### src/hdl/bfpa_pkg.sv
`timescale 1ns / 1ps
// ----------------------------------------------------------------------------
// bfpa_pkg
// Shared constants and types of the beacon filter with proximity alert.
// ----------------------------------------------------------------------------
package bfpa_pkg;

	localparam int          COUNT_MAX_DEF   = 255;

	localparam logic [7:0]  MFG_TYPE        = 8'hFF;
	localparam logic [7:0]  MIN_MFG_LEN     = 8'd6;
	localparam logic [2:0]  PATTERN_BYTES   = 3'd4;

	localparam logic [7:0]  PAT_BYTE0_RST   = 8'hC0;
	localparam logic [7:0]  PAT_BYTE1_RST   = 8'h04;
	localparam logic [7:0]  PAT_BYTE2_RST   = 8'hDA;
	localparam logic [7:0]  PAT_BYTE3_RST   = 8'hDA;

	localparam logic signed [7:0] RSSI_THR_RST    = -8'sd70;
	localparam logic [7:0]        SAMPLES_REQ_RST = 8'd3;

	localparam logic [1:0]  REG_RSSI_THRESHOLD   = 2'd0;
	localparam logic [1:0]  REG_SAMPLES_REQUIRED = 2'd1;
	localparam logic [1:0]  REG_BEACON_PATTERN   = 2'd2;

	typedef struct packed {
		logic       beacon_found;
		logic       alert_on;
		logic       alert_raised;
		logic [7:0] strong_count;
	} res_t;

endpackage

### src/hdl/beacon_filter_proximity_alert.sv
`timescale 1ns / 1ps
// ----------------------------------------------------------------------------
// beacon_filter_proximity_alert
// Parses advertisement payload bytes, detects matching beacon packets and
// tracks a proximity alert from their RSSI.
// ----------------------------------------------------------------------------
// The block accepts one payload byte per clock cycle, without gaps, as long as
// the result side keeps up. Each accepted byte is registered; when it moves on,
// the structure walk takes it and, for a last byte, the alert counter updates
// and the result is registered in the output register; results appear only for
// last bytes. The output register lets a new byte enter while a result waits.
// Configuration takes effect from the next byte to move on; write it while the
// block is idle.
// ----------------------------------------------------------------------------
module beacon_filter_proximity_alert #(
	parameter int COUNT_MAX = bfpa_pkg::COUNT_MAX_DEF
) (
	input  logic        clk,
	input  logic        arst_n,
	input  logic        s_tvalid,
	output logic        s_tready,
	input  logic [15:0] s_tdata,   // [7:0] adv_byte, [15:8] rssi
	input  logic        s_tlast,   // last_byte
	output logic        m_tvalid,
	input  logic        m_tready,
	output logic [15:0] m_tdata,   // [0] alert_on, [1] alert_raised, [9:2] strong_count, zeros
	output logic        m_tuser,   // beacon_found
	input  logic        cfg_we,
	input  logic [1:0]  cfg_idx,
	input  logic [31:0] cfg_data
);

	logic signed [7:0] thr_q;
	logic [7:0]        samples_q;
	logic [31:0]       pattern_q;

	logic              valid_s1;
	logic [7:0]        byte_s1;
	logic signed [7:0] rssi_s1;
	logic              last_s1;

	logic              advance;
	logic              step;
	logic              found;
	logic              alert_q;
	logic [7:0]        count_q;
	bfpa_pkg::res_t    result;
	bfpa_pkg::res_t    res_q;
	logic              res_valid_q;

	always_ff @(posedge clk or negedge arst_n) begin
		if (!arst_n) begin
			thr_q     <= bfpa_pkg::RSSI_THR_RST;
			samples_q <= bfpa_pkg::SAMPLES_REQ_RST;
			pattern_q <= {bfpa_pkg::PAT_BYTE3_RST, bfpa_pkg::PAT_BYTE2_RST,
			              bfpa_pkg::PAT_BYTE1_RST, bfpa_pkg::PAT_BYTE0_RST};
		end else if (cfg_we) begin
			case (cfg_idx)
				bfpa_pkg::REG_RSSI_THRESHOLD:   thr_q     <= cfg_data[7:0];
				bfpa_pkg::REG_SAMPLES_REQUIRED: samples_q <= cfg_data[7:0];
				bfpa_pkg::REG_BEACON_PATTERN:   pattern_q <= cfg_data;
				default: begin
				end
			endcase
		end
	end

	// A registered byte moves on whenever the result register is free or drains.
	assign advance  = !res_valid_q || m_tready;
	assign step     = valid_s1 && advance;
	assign s_tready = !valid_s1 || advance;

	always_ff @(posedge clk or negedge arst_n) begin
		if (!arst_n) begin
			valid_s1 <= 1'b0;
		end else if (s_tready) begin
			valid_s1 <= s_tvalid;
		end
	end

	always_ff @(posedge clk) begin
		if (s_tready && s_tvalid) begin
			byte_s1 <= s_tdata[7:0];
			rssi_s1 <= s_tdata[15:8];
			last_s1 <= s_tlast;
		end
	end

	bfpa_parser u_parser (
		.clk       (clk),
		.arst_n    (arst_n),
		.en        (step),
		.adv_byte  (byte_s1),
		.last_byte (last_s1),
		.pattern   (pattern_q),
		.found     (found)
	);

	bfpa_alert #(
		.COUNT_MAX (COUNT_MAX)
	) u_alert (
		.clk              (clk),
		.arst_n           (arst_n),
		.en               (step && last_s1),
		.found            (found),
		.rssi             (rssi_s1),
		.thr_level        (thr_q),
		.samples_required (samples_q),
		.result           (result),
		.alert_q_out      (alert_q),
		.count_q_out      (count_q)
	);

	always_ff @(posedge clk or negedge arst_n) begin
		if (!arst_n) begin
			res_valid_q <= 1'b0;
		end else if (step && last_s1) begin
			res_valid_q <= 1'b1;
		end else if (m_tready) begin
			res_valid_q <= 1'b0;
		end
	end

	always_ff @(posedge clk) begin
		if (step && last_s1) begin
			res_q <= result;
		end
	end

	assign m_tvalid = res_valid_q;
	assign m_tuser  = res_q.beacon_found;
	assign m_tdata  = {6'd0, res_q.strong_count, res_q.alert_raised, res_q.alert_on};

	a_raised_on: assert property (@(posedge clk) disable iff (!arst_n)
		m_tvalid && m_tdata[1] |-> m_tdata[0])
		else $error("alert raised without alert on");

	a_raised_found: assert property (@(posedge clk) disable iff (!arst_n)
		m_tvalid && m_tdata[1] |-> m_tuser)
		else $error("alert raised by a packet that was not a beacon");

	a_alert_count: assert property (@(posedge clk) disable iff (!arst_n)
		alert_q |-> count_q != 8'd0)
		else $error("alert active with zero strong count");

	a_stall_held: assert property (@(posedge clk) disable iff (!arst_n)
		!s_tready |-> valid_s1 && res_valid_q && !m_tready)
		else $error("input stalled without a pending result");

endmodule

### src/hdl/bfpa_parser.sv
`timescale 1ns / 1ps
// ----------------------------------------------------------------------------
// bfpa_parser
// Walks the length-type structures of one advertisement payload, one byte
// per enabled cycle, and flags a complete matching manufacturer structure.
// ----------------------------------------------------------------------------
module bfpa_parser (
	input  logic        clk,
	input  logic        arst_n,
	input  logic        en,
	input  logic [7:0]  adv_byte,
	input  logic        last_byte,
	input  logic [31:0] pattern,
	output logic        found
);

	logic [7:0] pos_q, pos_n;
	logic [8:0] nss_q, nss_n;
	logic [7:0] len_q, len_n;
	logic       cand_q, cand_n;
	logic [2:0] matched_q, matched_n;
	logic       stopped_q, stopped_n;
	logic [8:0] pend_q, pend_n;
	logic       found_q, found_n;
	logic [7:0] want;
	logic       zero_stop;

	assign want = pattern[{matched_q[1:0], 3'b000} +: 8];

	always_comb begin
		pos_n     = pos_q;
		nss_n     = nss_q;
		len_n     = len_q;
		cand_n    = cand_q;
		matched_n = matched_q;
		stopped_n = stopped_q;
		pend_n    = pend_q;
		found_n   = found_q;
		zero_stop = 1'b0;

		if (!stopped_q && !found_q) begin
			if ({1'b0, pos_q} == nss_q) begin
				if (adv_byte == 8'd0) begin
					stopped_n = 1'b1;
					zero_stop = 1'b1;
				end else begin
					len_n     = adv_byte;
					nss_n     = {1'b0, pos_q} + {1'b0, adv_byte} + 9'd1;
					cand_n    = 1'b0;
					matched_n = 3'd0;
				end
			end else if (({1'b0, pos_q} + {1'b0, len_q}) == nss_q) begin
				// Type byte of the current structure.
				cand_n    = (adv_byte == bfpa_pkg::MFG_TYPE) && (len_q >= bfpa_pkg::MIN_MFG_LEN);
				matched_n = 3'd0;
			end else if (cand_q) begin
				if (adv_byte == want) begin
					matched_n = matched_q + 3'd1;
					if (matched_n >= bfpa_pkg::PATTERN_BYTES) begin
						pend_n = nss_q - 9'd1;
						cand_n = 1'b0;
					end
				end else begin
					cand_n = 1'b0;
				end
			end

			// The match only counts once the structure's final byte has arrived.
			if (!zero_stop && pend_n != 9'd0 && {1'b0, pos_q} == pend_n) begin
				found_n = 1'b1;
				pend_n  = 9'd0;
			end
		end

		found = found_n;

		if (!last_byte) begin
			if (pos_q == 8'd255) begin
				stopped_n = 1'b1;
			end else begin
				pos_n = pos_q + 8'd1;
			end
		end else begin
			pos_n     = 8'd0;
			nss_n     = 9'd0;
			len_n     = 8'd0;
			cand_n    = 1'b0;
			matched_n = 3'd0;
			stopped_n = 1'b0;
			pend_n    = 9'd0;
			found_n   = 1'b0;
		end
	end

	always_ff @(posedge clk or negedge arst_n) begin
		if (!arst_n) begin
			pos_q     <= 8'd0;
			nss_q     <= 9'd0;
			len_q     <= 8'd0;
			cand_q    <= 1'b0;
			matched_q <= 3'd0;
			stopped_q <= 1'b0;
			pend_q    <= 9'd0;
			found_q   <= 1'b0;
		end else if (en) begin
			pos_q     <= pos_n;
			nss_q     <= nss_n;
			len_q     <= len_n;
			cand_q    <= cand_n;
			matched_q <= matched_n;
			stopped_q <= stopped_n;
			pend_q    <= pend_n;
			found_q   <= found_n;
		end
	end

endmodule

### src/hdl/bfpa_alert.sv
`timescale 1ns / 1ps
// ----------------------------------------------------------------------------
// bfpa_alert
// Keeps the saturating count of strong beacon readings and the alert level,
// and forms the per-packet result.
// ----------------------------------------------------------------------------
module bfpa_alert #(
	parameter int COUNT_MAX = bfpa_pkg::COUNT_MAX_DEF
) (
	input  logic               clk,
	input  logic               arst_n,
	input  logic               en,
	input  logic               found,
	input  logic signed [7:0]  rssi,
	input  logic signed [7:0]  thr_level,
	input  logic [7:0]         samples_required,
	output bfpa_pkg::res_t     result,
	output logic               alert_q_out,
	output logic [7:0]         count_q_out
);

	localparam logic [7:0] LIMIT = (COUNT_MAX < 255) ? 8'(COUNT_MAX) : 8'd255;

	logic [7:0] cnt_q, cnt_n;
	logic       alert_q, alert_n;
	logic       raised;

	always_comb begin
		cnt_n   = cnt_q;
		alert_n = alert_q;
		raised  = 1'b0;
		if (found) begin
			if (rssi > thr_level) begin
				if (cnt_q < LIMIT) begin
					cnt_n = cnt_q + 8'd1;
				end
				if (cnt_n >= samples_required && !alert_q) begin
					alert_n = 1'b1;
					raised  = 1'b1;
				end
			end else if (cnt_q != 8'd0) begin
				cnt_n   = 8'd0;
				alert_n = 1'b0;
			end
		end
		result.beacon_found = found;
		result.alert_on     = alert_n;
		result.alert_raised = raised;
		result.strong_count = cnt_n;
	end

	always_ff @(posedge clk or negedge arst_n) begin
		if (!arst_n) begin
			cnt_q   <= 8'd0;
			alert_q <= 1'b0;
		end else if (en) begin
			cnt_q   <= cnt_n;
			alert_q <= alert_n;
		end
	end

	assign alert_q_out = alert_q;
	assign count_q_out = cnt_q;

endmodule
### config.mk
export PLATFORM = sky130hd
export DESIGN_NAME = beacon_filter_proximity_alert
export DESIGN_NICKNAME = d
export VERILOG_FILES = /design/src/hdl/bfpa_pkg.sv /design/src/hdl/beacon_filter_proximity_alert.sv /design/src/hdl/bfpa_parser.sv /design/src/hdl/bfpa_alert.sv
export SDC_FILE = /design/constraint.sdc
export NUM_CORES = 1
export LEC_CHECK = 0
export BUFFER_PORTS_ARGS = -buffer_cell sky130_fd_sc_hd__clkbuf_2
export CORE_ASPECT_RATIO = 0.6
export CORE_UTILIZATION = 65
export DETAILED_ROUTE_END_ITERATION = 10
export HOLD_SLACK_MARGIN = 0.05
export PLACE_DENSITY = 0.86
export SLEW_MARGIN = 30
export SYNTH_ARGS = -nofsm -noshare
export SYNTH_HDL_FRONTEND = slang
export SYNTH_HIERARCHICAL = 1
export SYNTH_SLANG_ARGS = --single-unit
### constraint.sdc
create_clock -name clk -period 5.92 [get_ports clk]
set_input_delay 0.592 -clock clk [delete_from_list [all_inputs] [get_ports clk]]
set_output_delay 0.592 -clock clk [all_outputs]
set_load 0.02 [all_outputs]
---- Word level (Yosys, flattened, before mapping) ----
Cells that the tools add are included.
operators by class
  add/subtract/negate cells ............... 7
  multipliers ............................. 0
  div/mod/pow operators ................... 0
  $lt $le $gt $ge ......................... 5
  equal/unequal tests ..................... 11
  shift-type cells ........................ 1
  multiplexer cells ....................... 58
  bitwise gates (word level) .............. 0
  reduce and logical (&&, ||, !) cells .... 38
operators with widths
  kind                 number
  $mux 9               13
  $mux 8               12
  $shiftx 32x6->8      1
  $mux 1               26
  $mux 3               7
  $add 8x8->9          2
  $eq 8x9->1           2
  $add 8x1->8 const B  2
  $eq 8x8->1 const B   2
  $reduce_and 2->1     6
  $add 9x1->9 const B  1
  $eq 9x9->1           1
  $reduce_bool 3->1    3
  $reduce_bool 9->1    1
  $sub 9x1->9 const B  1
  $eq 8x8->1           1
  $ge 8x3->1 const B   1
  $ge 8x8->1           1
  $gt 8x8->1           1
  $logic_and 1x1->1    8
  $logic_not 8->1      1
  $lt 8x8->1 const B   1
  $reduce_and 4->1     2
  $reduce_bool 4->1    2
  other kinds (13)     22
storage, ports and cells
  register bits after elaboration ......... 127
  bits in latches ......................... 0
  RAM bits ................................ 0
  memory bits (read-only) ................. 0
  input port bits ......................... 56
  output and inout bits ................... 19
  word-level logic and storage cells ...... 142
  memories ................................ 0

---- Depth between registers and ports, before layout ----
Gate-level depths: netlist of the first run.
  depth after elaboration ................. 19
  mapped depth ............................ 16
  mapped depth without buffers ............ 14

---- Cells and area by module ----
The synthesis of the first run kept the hierarchy.
by module, submodules not included
  module                         instances  cells each  area an instance (um2)
  bfpa_parser                    1          396         3552.2
  beacon_filter_proximity_alert  1          147         2825.2
  bfpa_alert                     1          178         1302.5

---- Worst setup path before layout of the first run ----
OpenSTA, ideal clock, no wires.
  path kind ............................... reg2reg
  start point ............................. register u_parser.pos_q[0]
  end point ............................... register res_q (netlist bit m_tdata[0]) (data pin)
  setup time .............................. 0.251 ns
  arrival time ............................ 3.492 ns
  setup slack ............................. 2.176 ns
  stages on the path, launching flop included .. 16
  period minus slack after synthesis ...... 3.744 ns
  cells stage by stage .................... dfrtp_1 -> ha_1 -> fa_1 -> a21o_1 -> a211o_1 -> a221o_1 -> nor4_2 -> nand2_1 -> a31oi_1 -> o21ai_1 -> nand2_1 -> clkbuf_1 -> nand2_1 -> nand2_1 -> a2bb2oi_1 -> buf_4
between the ends
  word-level cells in the longest chain between the ends .. 11
RTL lines
  what                       line                                  RTL
  start, declared            bfpa_parser.sv:17                     logic [7:0] pos_q, pos_n;
  start signal, assigned     bfpa_parser.sv:106                    pos_q <= pos_n;
  $add 8x8->9                bfpa_parser.sv:52                     end else if (({1'b0, pos_q} + {1'b0, len_q}) == nss_q) begin
  $eq 9x9->1                 bfpa_parser.sv:52
  $mux 9                     bfpa_parser.sv:52
  $mux 9                     bfpa_parser.sv:42                     if ({1'b0, pos_q} == nss_q) begin
  $mux 9                     bfpa_parser.sv:41                     if (!stopped_q && !found_q) begin
  $reduce_bool 9->1          bfpa_parser.sv:69                     if (!zero_stop && pend_n != 9'd0 && {1'b0, pos_q} == pend_n) begin
  $logic_and 1x1->1          bfpa_parser.sv:69
  $logic_and 1x1->1 *        bfpa_parser.sv:69
  $mux 1 *                   bfpa_parser.sv:69
  $mux 1 *                   bfpa_parser.sv:41
  named net found            beacon_filter_proximity_alert.sv:44   logic found;
  $mux 1 *                   bfpa_alert.sv:32                      if (found) begin
  named net u_alert.alert_n  bfpa_alert.sv:25                      logic alert_q, alert_n;
  end signal, assigned       beacon_filter_proximity_alert.sv:126  res_q <= result;
  end, declared              beacon_filter_proximity_alert.sv:48   bfpa_pkg::res_t res_q;
Mark *: on every way through the listed nets, which the timed path passes. The rest lies on a longest branch. The select of a mux whose other input is x is not followed.
A chain may end at the register's enable or synchronous reset.

---- Worst setup path after layout of the first run ----
  start point ............................. register u_parser.pos_q[0]
  end point ............................... register u_alert.alert_q, in the netlist u_alert/alert_q_out
between the ends
  word-level cells in the longest chain between the ends .. 11
RTL lines
  what                  line                                 RTL
  $add 8x8->9           bfpa_parser.sv:52
  $eq 9x9->1            bfpa_parser.sv:52
  $mux 9                bfpa_parser.sv:52
  $mux 9                bfpa_parser.sv:42
  $mux 9                bfpa_parser.sv:41
  $reduce_bool 9->1     bfpa_parser.sv:69
  $logic_and 1x1->1     bfpa_parser.sv:69
  $logic_and 1x1->1 *   bfpa_parser.sv:69
  $mux 1 *              bfpa_parser.sv:69
  $mux 1 *              bfpa_parser.sv:41
  named net found       beacon_filter_proximity_alert.sv:44
  $mux 1 *              bfpa_alert.sv:32
  end signal, assigned  bfpa_alert.sv:58                     alert_q <= alert_n;
  end, declared         bfpa_alert.sv:25
Marked as above.

==> results of run 1 <==
## kinds of logic after synthesis
logic type,Yosys count,synth area share
compound gates,147,0.128
xor+xnor,58,0.0718
fa+ha+maj,39,0.0655
buf+inv,79,0.0502
flops,127,0.435
mux,57,0.0945
other cells,1,0.000488
simple gates,213,0.154
## Yosys cell counts, drive strengths merged, types with 3 or more instances
master	n	area share
nor3	13	0.0085
a22o	3	0.0034
a211o	3	0.0034
xor2	23	0.026
a31oi	10	0.0081
o31ai	9	0.0088
nand2b	14	0.011
mux2	48	0.070
a211oi	6	0.0059
clkbuf	22	0.012
nand3	24	0.016
nand4	11	0.0098
o21ai	44	0.029
dfstp	20	0.068
a221oi	4	0.0046
and4	3	0.0034
nor2	33	0.016
buf	22	0.021
mux4	7	0.022
nor2b	7	0.0057
inv	35	0.017
o21a	5	0.0049
or4	5	0.0054
a21oi	25	0.016
o22ai	6	0.0049
or3	3	0.0024
a21o	9	0.0090
o211ai	3	0.0036
a2bb2oi	3	0.0034
and2	6	0.0049
dfrtp	79	0.26
nor3b	4	0.0054
nand2	53	0.026
ha	37	0.060
nor4	17	0.017
edfxtp	28	0.11
xnor2	34	0.043
nand3b	4	0.0060
and3	9	0.0083
## state kept, by name, summed over array words and instances, names as in the netlist, 9 cells and up
signal / cells
pattern_q: 32
u_parser/nss_q: 9
m_tdata: 10
u_parser/pend_q: 9
## metrics by stage
stage	cell area, um2	instances	worst slack [ns]	power (mW)	hold WS (ns)
2_1_floorplan	7700	726	2.18	2.18	0.296
3_3_place_gp	8030	915	1.67	2.41	0.470
3_5_place_dp	8030	915	1.55	2.47	0.479
4_1_cts	8610	947	1.43	3.52	0.105
5_1_grt	8630	948	1.07	3.72	0.122
6_report	8630	948	1.35	3.54	0.101
## worst min path at each step
stage / from / to / slack, ns
finish: arst_n / u_parser/pos_q[4]$_DFFE_PN0P_ / 0.10
global route: arst_n / u_parser/pos_q[4]$_DFFE_PN0P_ / 0.12
CTS: arst_n / u_parser/pos_q[4]$_DFFE_PN0P_ / 0.10
detailed placement: u_parser/len_q[0]$_DFFE_PN0P_ / u_parser/len_q[0]$_DFFE_PN0P_ / 0.48
global placement: pattern_q[4]$_DFFE_PN0P_ / pattern_q[4]$_DFFE_PN0P_ / 0.47
floorplan: arst_n / m_tvalid$_DFFE_PN0P_ / 0.30
## power by group through the flow
stage | Combinational (mW) | Clock (mW) | Sequential (mW)
2_1_floorplan | 1.01 | 0 | 1.17
3_3_place_gp | 1.14 | 0 | 1.27
3_5_place_dp | 1.18 | 0 | 1.29
4_1_cts | 1.21 | 1.04 | 1.27
5_1_grt | 1.35 | 1.08 | 1.30
6_report | 1.23 | 1.03 | 1.28
## area by class of cell
type,count,area [um2],share of cell area
clock buffer,18,439,0.0509
clock inverter,14,146,0.0170
inverter,35,131,0.0152
multi-input combinational,520,3980,0.461
sequential,127,3340,0.387
tap,160,200,0.0232
timing repair buffer,74,395,0.0458
## metal layers
metal | up-vias | GRT usage
met5 | - | 0
met4 | 0 | 0.113
met3 | 32 | 0.0823
met2 | 325 | 0.496
met1 | 2974 | 0.490
li1 | 2730 | -
==> impl_results.md, run 1 <==
* WP data required at 6.26 ns
* Critical path type: reg2reg
* Share of layout cells above drive strength 1 at 0.256
* Fillers at roughly 730
* CP startpoint: u_parser/pos_q[0]$_DFFE_PN0P_
* Avg Cell Area, Syn at 10.7 um2
* Vias in the first global route at 5838
* Library cells used by synthesis at between 80 and 90
* YS warnings at 6
* Routability cong. at 0.934
* Post-CTS Setup Inserts at 0
* GRT Overall Usage at 0.337
* Most common cell after layout, fill and taps aside: dfrtp_1
* Routed wl met3 at roughly 1.9 mm
* CP Depth at 14
* Crit Path Max Fanout at 16
* Setup TNS at 0 ns
* Largest net degree at the start of global routing at 72
* Run status: complete, no violations
* Seq cells post-synth at between 100 and 150
* Layout Utilization at 0.756
* Clock latency on the worst-skew pair at about 0.42 ns
* Worst Setup EP: u_alert/alert_q_out$_DFFE_PN0P_
* Width of the die at about 140 um
* Root buffer cell: clkbuf_16
* Clock power share at 0.291
* HPWL after detailed placement at ~14 mm
* First-pass GRT wire length at a little over 30 mm
* Drc violations at 0
* Rel. slew slack at 0.485
* Final max-slew violation count at 0
* Crit-path cells: ha_1 -> fa_1 -> a21o_1 -> a211o_1 -> a221o_1 -> nor4_2 -> nand2_1 -> a31oi_1 -> o21ai_1 -> nand2_1 -> and2_1 -> o21ai_0 -> nor2_1 -> a2bb2oi_1
* Post-DR vias/cell at 6.39
* Post-Syn Area at 0.00768 mm2
* Die Height at around 86 um
* GR Overflow Total at 0
* Measured slew at the worst slew-check pin at about 0.77 ns
* FF-to-FF path depth at 14
* TritonCTS Buffers at 17
* Met2 Wirelength at roughly 8.5 mm
* Reg power frac at 0.361
* Clk slew on worst S/H paths at ~0.060 ns
* Max rail drop VDD at between 0.2 and 0.3 mV
* Sequential share of the synthesized area at 0.435
* DIE AREA at ~0.012 mm2
* EDFF count, synth at 28
* Top Layer Used: met4
* Core Footprint at 0.0114 mm2
* WP data arrival at just under 5 ns
* CTS Sinks at 127
* CTS tree: yes
* CP peak stage delay at approximately 0.48 ns
* FP Rows at 30
* Initial core utilization at 0.673
* Critical path endpoint category: register
* Layout area overhead at 12.4%
* Psw at between 1 and 1.5 mW
* Comb pwr share at 0.348
* Worst-case clock buffer depth at 2
* P_int at roughly 2.2 mW
* Clock H-tree levels at 4
* Most common cell type on the critical path: nand2_1
* Max_cap viols at 0
* Total vias in the final route at between 6000 and 7000
* Hold Crit Class: in2async
* WP buf/inv at 0
* Layout Nets at 870
* P per Cell Area at 411 mW/mm2
* Max Clock Freq at around 220 MHz
* Post-synth ARST share at 0.780
* Number of I/O port buffers at between 60 and 70
* Post-synth top flop: dfrtp_1
* Number of diodes at 0
* Startpoint type of the worst setup path: register
* WL/cell at slightly above 20 um
* Min Tclk post-route at about 4.6 ns
* Leakage at just under 4 nW
* Initial antenna violation count at 0
* IO Count at 75
* Most frequent cells in the layout: 79 x dfrtp_1, 67 x clkbuf_2, 52 x nand2_1, 46 x mux2_2, 37 x ha_1
* Final setup skew at 0.0103 ns
* RSZ-0062 raised after global routing: false
* Critical-path top delay cell: dfrtp_1
* Hold_buf cts at 0
* Crit-path leading delay family: simple AND/OR/NAND/NOR gates
* # setup viols final at 0
* Post-cts repair resize count at 0
* Sw frac at 0.373
* Critical R2R Launch: u_parser/pos_q[0]$_DFFE_PN0P_
* Pre-antenna DRT Iters at 5
* Final worst-path cycle share at 0.772
* DRT iter0 DRCs at roughly 660
* Final number of hold-violating endpoints at 0
* Reg2Reg Capture Point: u_alert/alert_q_out$_DFFE_PN0P_
* WL final at 19.2 mm
* Reg-to-reg slack, setup at roughly 1.4 ns
* Final ANT Viol Nets at 0
* WL met1 at roughly 8.6 mm
* Syn Inst Count at between 700 and 800
No activity file was read; power rests on OpenSTA's default activity.
==> run 2: changes to the inputs <==
CORE_UTILIZATION = 60   (was 65)
PLACE_DENSITY = 0.81   (was 0.86)
clock period = 4.6 ns   (was 5.92 ns; I/O delays follow)
==> run 2 against run 1 <==
Sequential power rose by 27%. Flip-flop and latch count is the same. Largest cell class unchanged. Non-clock buffer count is 7 higher. Sequential share of layout area decreased by 0.24 points. Hold slack got worse by 0.028 ns. Critical path type unchanged. Clock-buffer cell count decreased by 1. Combinational power grew 36%. Highest routed layer unchanged. Core utilization decreased by 4.8 points. Worst setup slack worse by 0.97 ns. Critical path depth is the same.
==> impl_results.md, run 2 (same netlist as run 1, synthesis figures left out) <==
* Number of I/O port buffers at 68 (unchanged)
* Number of diodes at 0 (unchanged)
* IO Count at 75 (unchanged)
* Leakage at 3.87 nW (+0.63%)
* GR Overflow Total at 0 (unchanged)
* Final ANT Viol Nets at 0 (unchanged)
* HPWL after detailed placement at 14.4 mm (+4.3%)
* Max_cap viols at 0 (unchanged)
* Reg-to-reg slack, setup at 0.38 ns (-0.97 ns)
* Crit-path cells: ha_1 -> fa_1 -> a21o_1 -> a211o_1 -> a221o_1 -> nor4_2 -> nand2_1 -> a31oi_1 -> o21ai_1 -> nand2_1 -> and2_1 -> o21ai_0 -> nor2_1 -> a2bb2oi_1
* Final number of hold-violating endpoints at 0 (unchanged)
* Post-Place Cell Area at 0.00810 mm2 (+0.83%)
* Width of the die at 148 um (+4.0%)
* Core Footprint at 0.0123 mm2 (+7.4%)
* Total vias in the final route at 6090 (+0.48%)
* Fillers at 872 (+19%)
* Run status: complete, no violations
* DRT iter0 DRCs at 680 (+3.8%)
* Total power at 4.63 mW (+31%)
* Drc violations at 0 (unchanged)
* Layout area overhead at 13.1%
* Measured slew at the worst slew-check pin at 0.954 ns (+0.188 ns)
* Final worst-path cycle share at 0.918 (+0.146)
* Crit Path Max Fanout at 12 (-4)
* Critical-path top delay cell: nor4_2
* Post-DR vias/cell at 6.34 (-0.78%)
* P per Cell Area at 533 mW/mm2 (+30%)
* Hold Crit Class: in2async
* Worst-case clock buffer depth at 2 (unchanged)
* Share of layout cells above drive strength 1 at 0.264 (+0.00781)
* WL/cell at 20.8 um (+2.5%)
* Critical path endpoint category: register
* CTS tree: yes
* Clock H-tree levels at 4 (unchanged)
* GRT Overall Usage at 0.317 (-0.0196)
* Vias in the first global route at 5752 (-1.5%)
* Fin area at 0.00868 mm2 (+0.62%)
* Max rail drop VDD at 0.287 mV (+2.1%)
* Clk slew on worst S/H paths at 0.07 ns (about the same)
* CTS Sinks at 127 (unchanged)
* WP buf/inv at 0 (unchanged)
* DIE AREA at 0.0133 mm2 (+8.2%)
* WP data required at 4.95 ns (-1.31 ns)
* WP data arrival at 4.57 ns (-0.34 ns)
* Post-CTS Setup Inserts at 0 (unchanged)
* Startpoint type of the worst setup path: register
* Number of flip-flops in the largest register at 32 (unchanged)
* Final setup skew at 0.0133 ns (+0.00302 ns)
* Die Height at 89.6 um (+4.0%)
* Hold_buf cts at 0 (unchanged)
* Pre-antenna DRT Iters at 5 (unchanged)
* Most common cell after layout, fill and taps aside: dfrtp_1
* Crit-path leading delay family: simple AND/OR/NAND/NOR gates
* Initial core utilization at 0.627 (-0.0464)
* Clock latency on the worst-skew pair at 0.43 ns (about the same)
* Setup TNS at 0 ns (unchanged)
* Most common cell type on the critical path: nand2_1
* Routability cong. at 0.927 (-0.75%)
* RSZ-0062 raised after global routing: false
* Largest register by flop count: pattern_q
* Rel. slew slack at 0.364 (-0.121)
* Root buffer cell: clkbuf_16
* Min Tclk post-route at 4.22 ns (-0.347 ns)
* TritonCTS Buffers at 17 (unchanged)
* Max Clock Freq at 237 MHz (+8.2%)
* WL final at 19.9 mm (+3.8%)
* Largest net degree at the start of global routing at 59 (-18%)
* FP Rows at 31 (+3.3%)
* Layout Nets at 877 (+0.80%)
* # setup viols final at 0 (unchanged)
* Critical path type: reg2reg
* Initial antenna violation count at 0 (unchanged)
* Most frequent cells in the layout: 79 x dfrtp_1, 67 x clkbuf_2, 52 x nand2_1, 46 x mux2_2, 37 x ha_1
* First-pass GRT wire length at 31.4 mm (+2.4%)
* CP peak stage delay at 0.46 ns (-0.02 ns)
* Post-cts repair resize count at 0 (unchanged)
* Final max-slew violation count at 0 (unchanged)
-- run 2: cell count changes in the layout (fill, tap and decap cells not counted) --
cell,change
inv_8,+2
bufinv_16,-1
clkinv_4,-4
clkinv_8,+3
clkinv_1,-1
buf_6,-2
inv_6,-1
clkbuf_8,-1
buf_4,+9
clkinvlp_4,+3
-- run 2: final timing paths --
| check | from | depth (start not counted) | endpoint |
|---|---|---|---|
| max in group asynchronous | arst_n | 2 | valid_s1$_DFFE_PN0P_ |
| min reg2reg | pattern_q[4]$_DFFE_PN0P_ | 1 | pattern_q[4]$_DFFE_PN0P_ |
| min in group clk | s_tdata[2] | 1 | byte_s1[2]$_DFFE_PP_ |
| max reg2reg | u_parser/pos_q[0]$_DFFE_PN0P_ | 14 | u_alert/alert_q_out$_DFFE_PN0P_ |
| max | u_parser/pos_q[0]$_DFFE_PN0P_ | 14 | u_alert/alert_q_out$_DFFE_PN0P_ |
| min | arst_n | 1 | u_parser/nss_q[6]$_DFFE_PN0P_ |
-- run 2: power breakdown --
group	total, mW	switching [mW]	internal, mW
logic	1.67	0.945	0.726
registers	1.62	0.244	1.38
clock network	1.33	0.608	0.726
-- run 2: per-layer routing --
metal  vias up  part of all wire  global-route usage
met1      2958              0.46               0.462
met4         0             0.017               0.101
met2       349              0.41               0.458
met5         -                 0                   0
li1       2744                 -                   -
met3        39              0.11              0.0894
-- run 2: stage by stage --
step                worst slack, ns  utilization  instances  hold slack, ns
floorplan                     0.856            -        726           0.164
global placement              0.535        0.660        928           0.468
detailed placement            0.478        0.660        928           0.492
CTS                           0.445        0.708        960          0.0986
global route                  0.113        0.709        960           0.123
finish                        0.377        0.709        960          0.0736
-- run 2: final cells by class --
cell class                      count  area [um2]  area share
Multi-Input combinational cell    520        3980       0.458
Sequential cell                   127        3340       0.385
Timing Repair Buffer               81         440      0.0507
Clock buffer                       17         425      0.0490
Tap cell                          165         206      0.0238
Clock inverter                     15         163      0.0187
Inverter                           35         131      0.0151
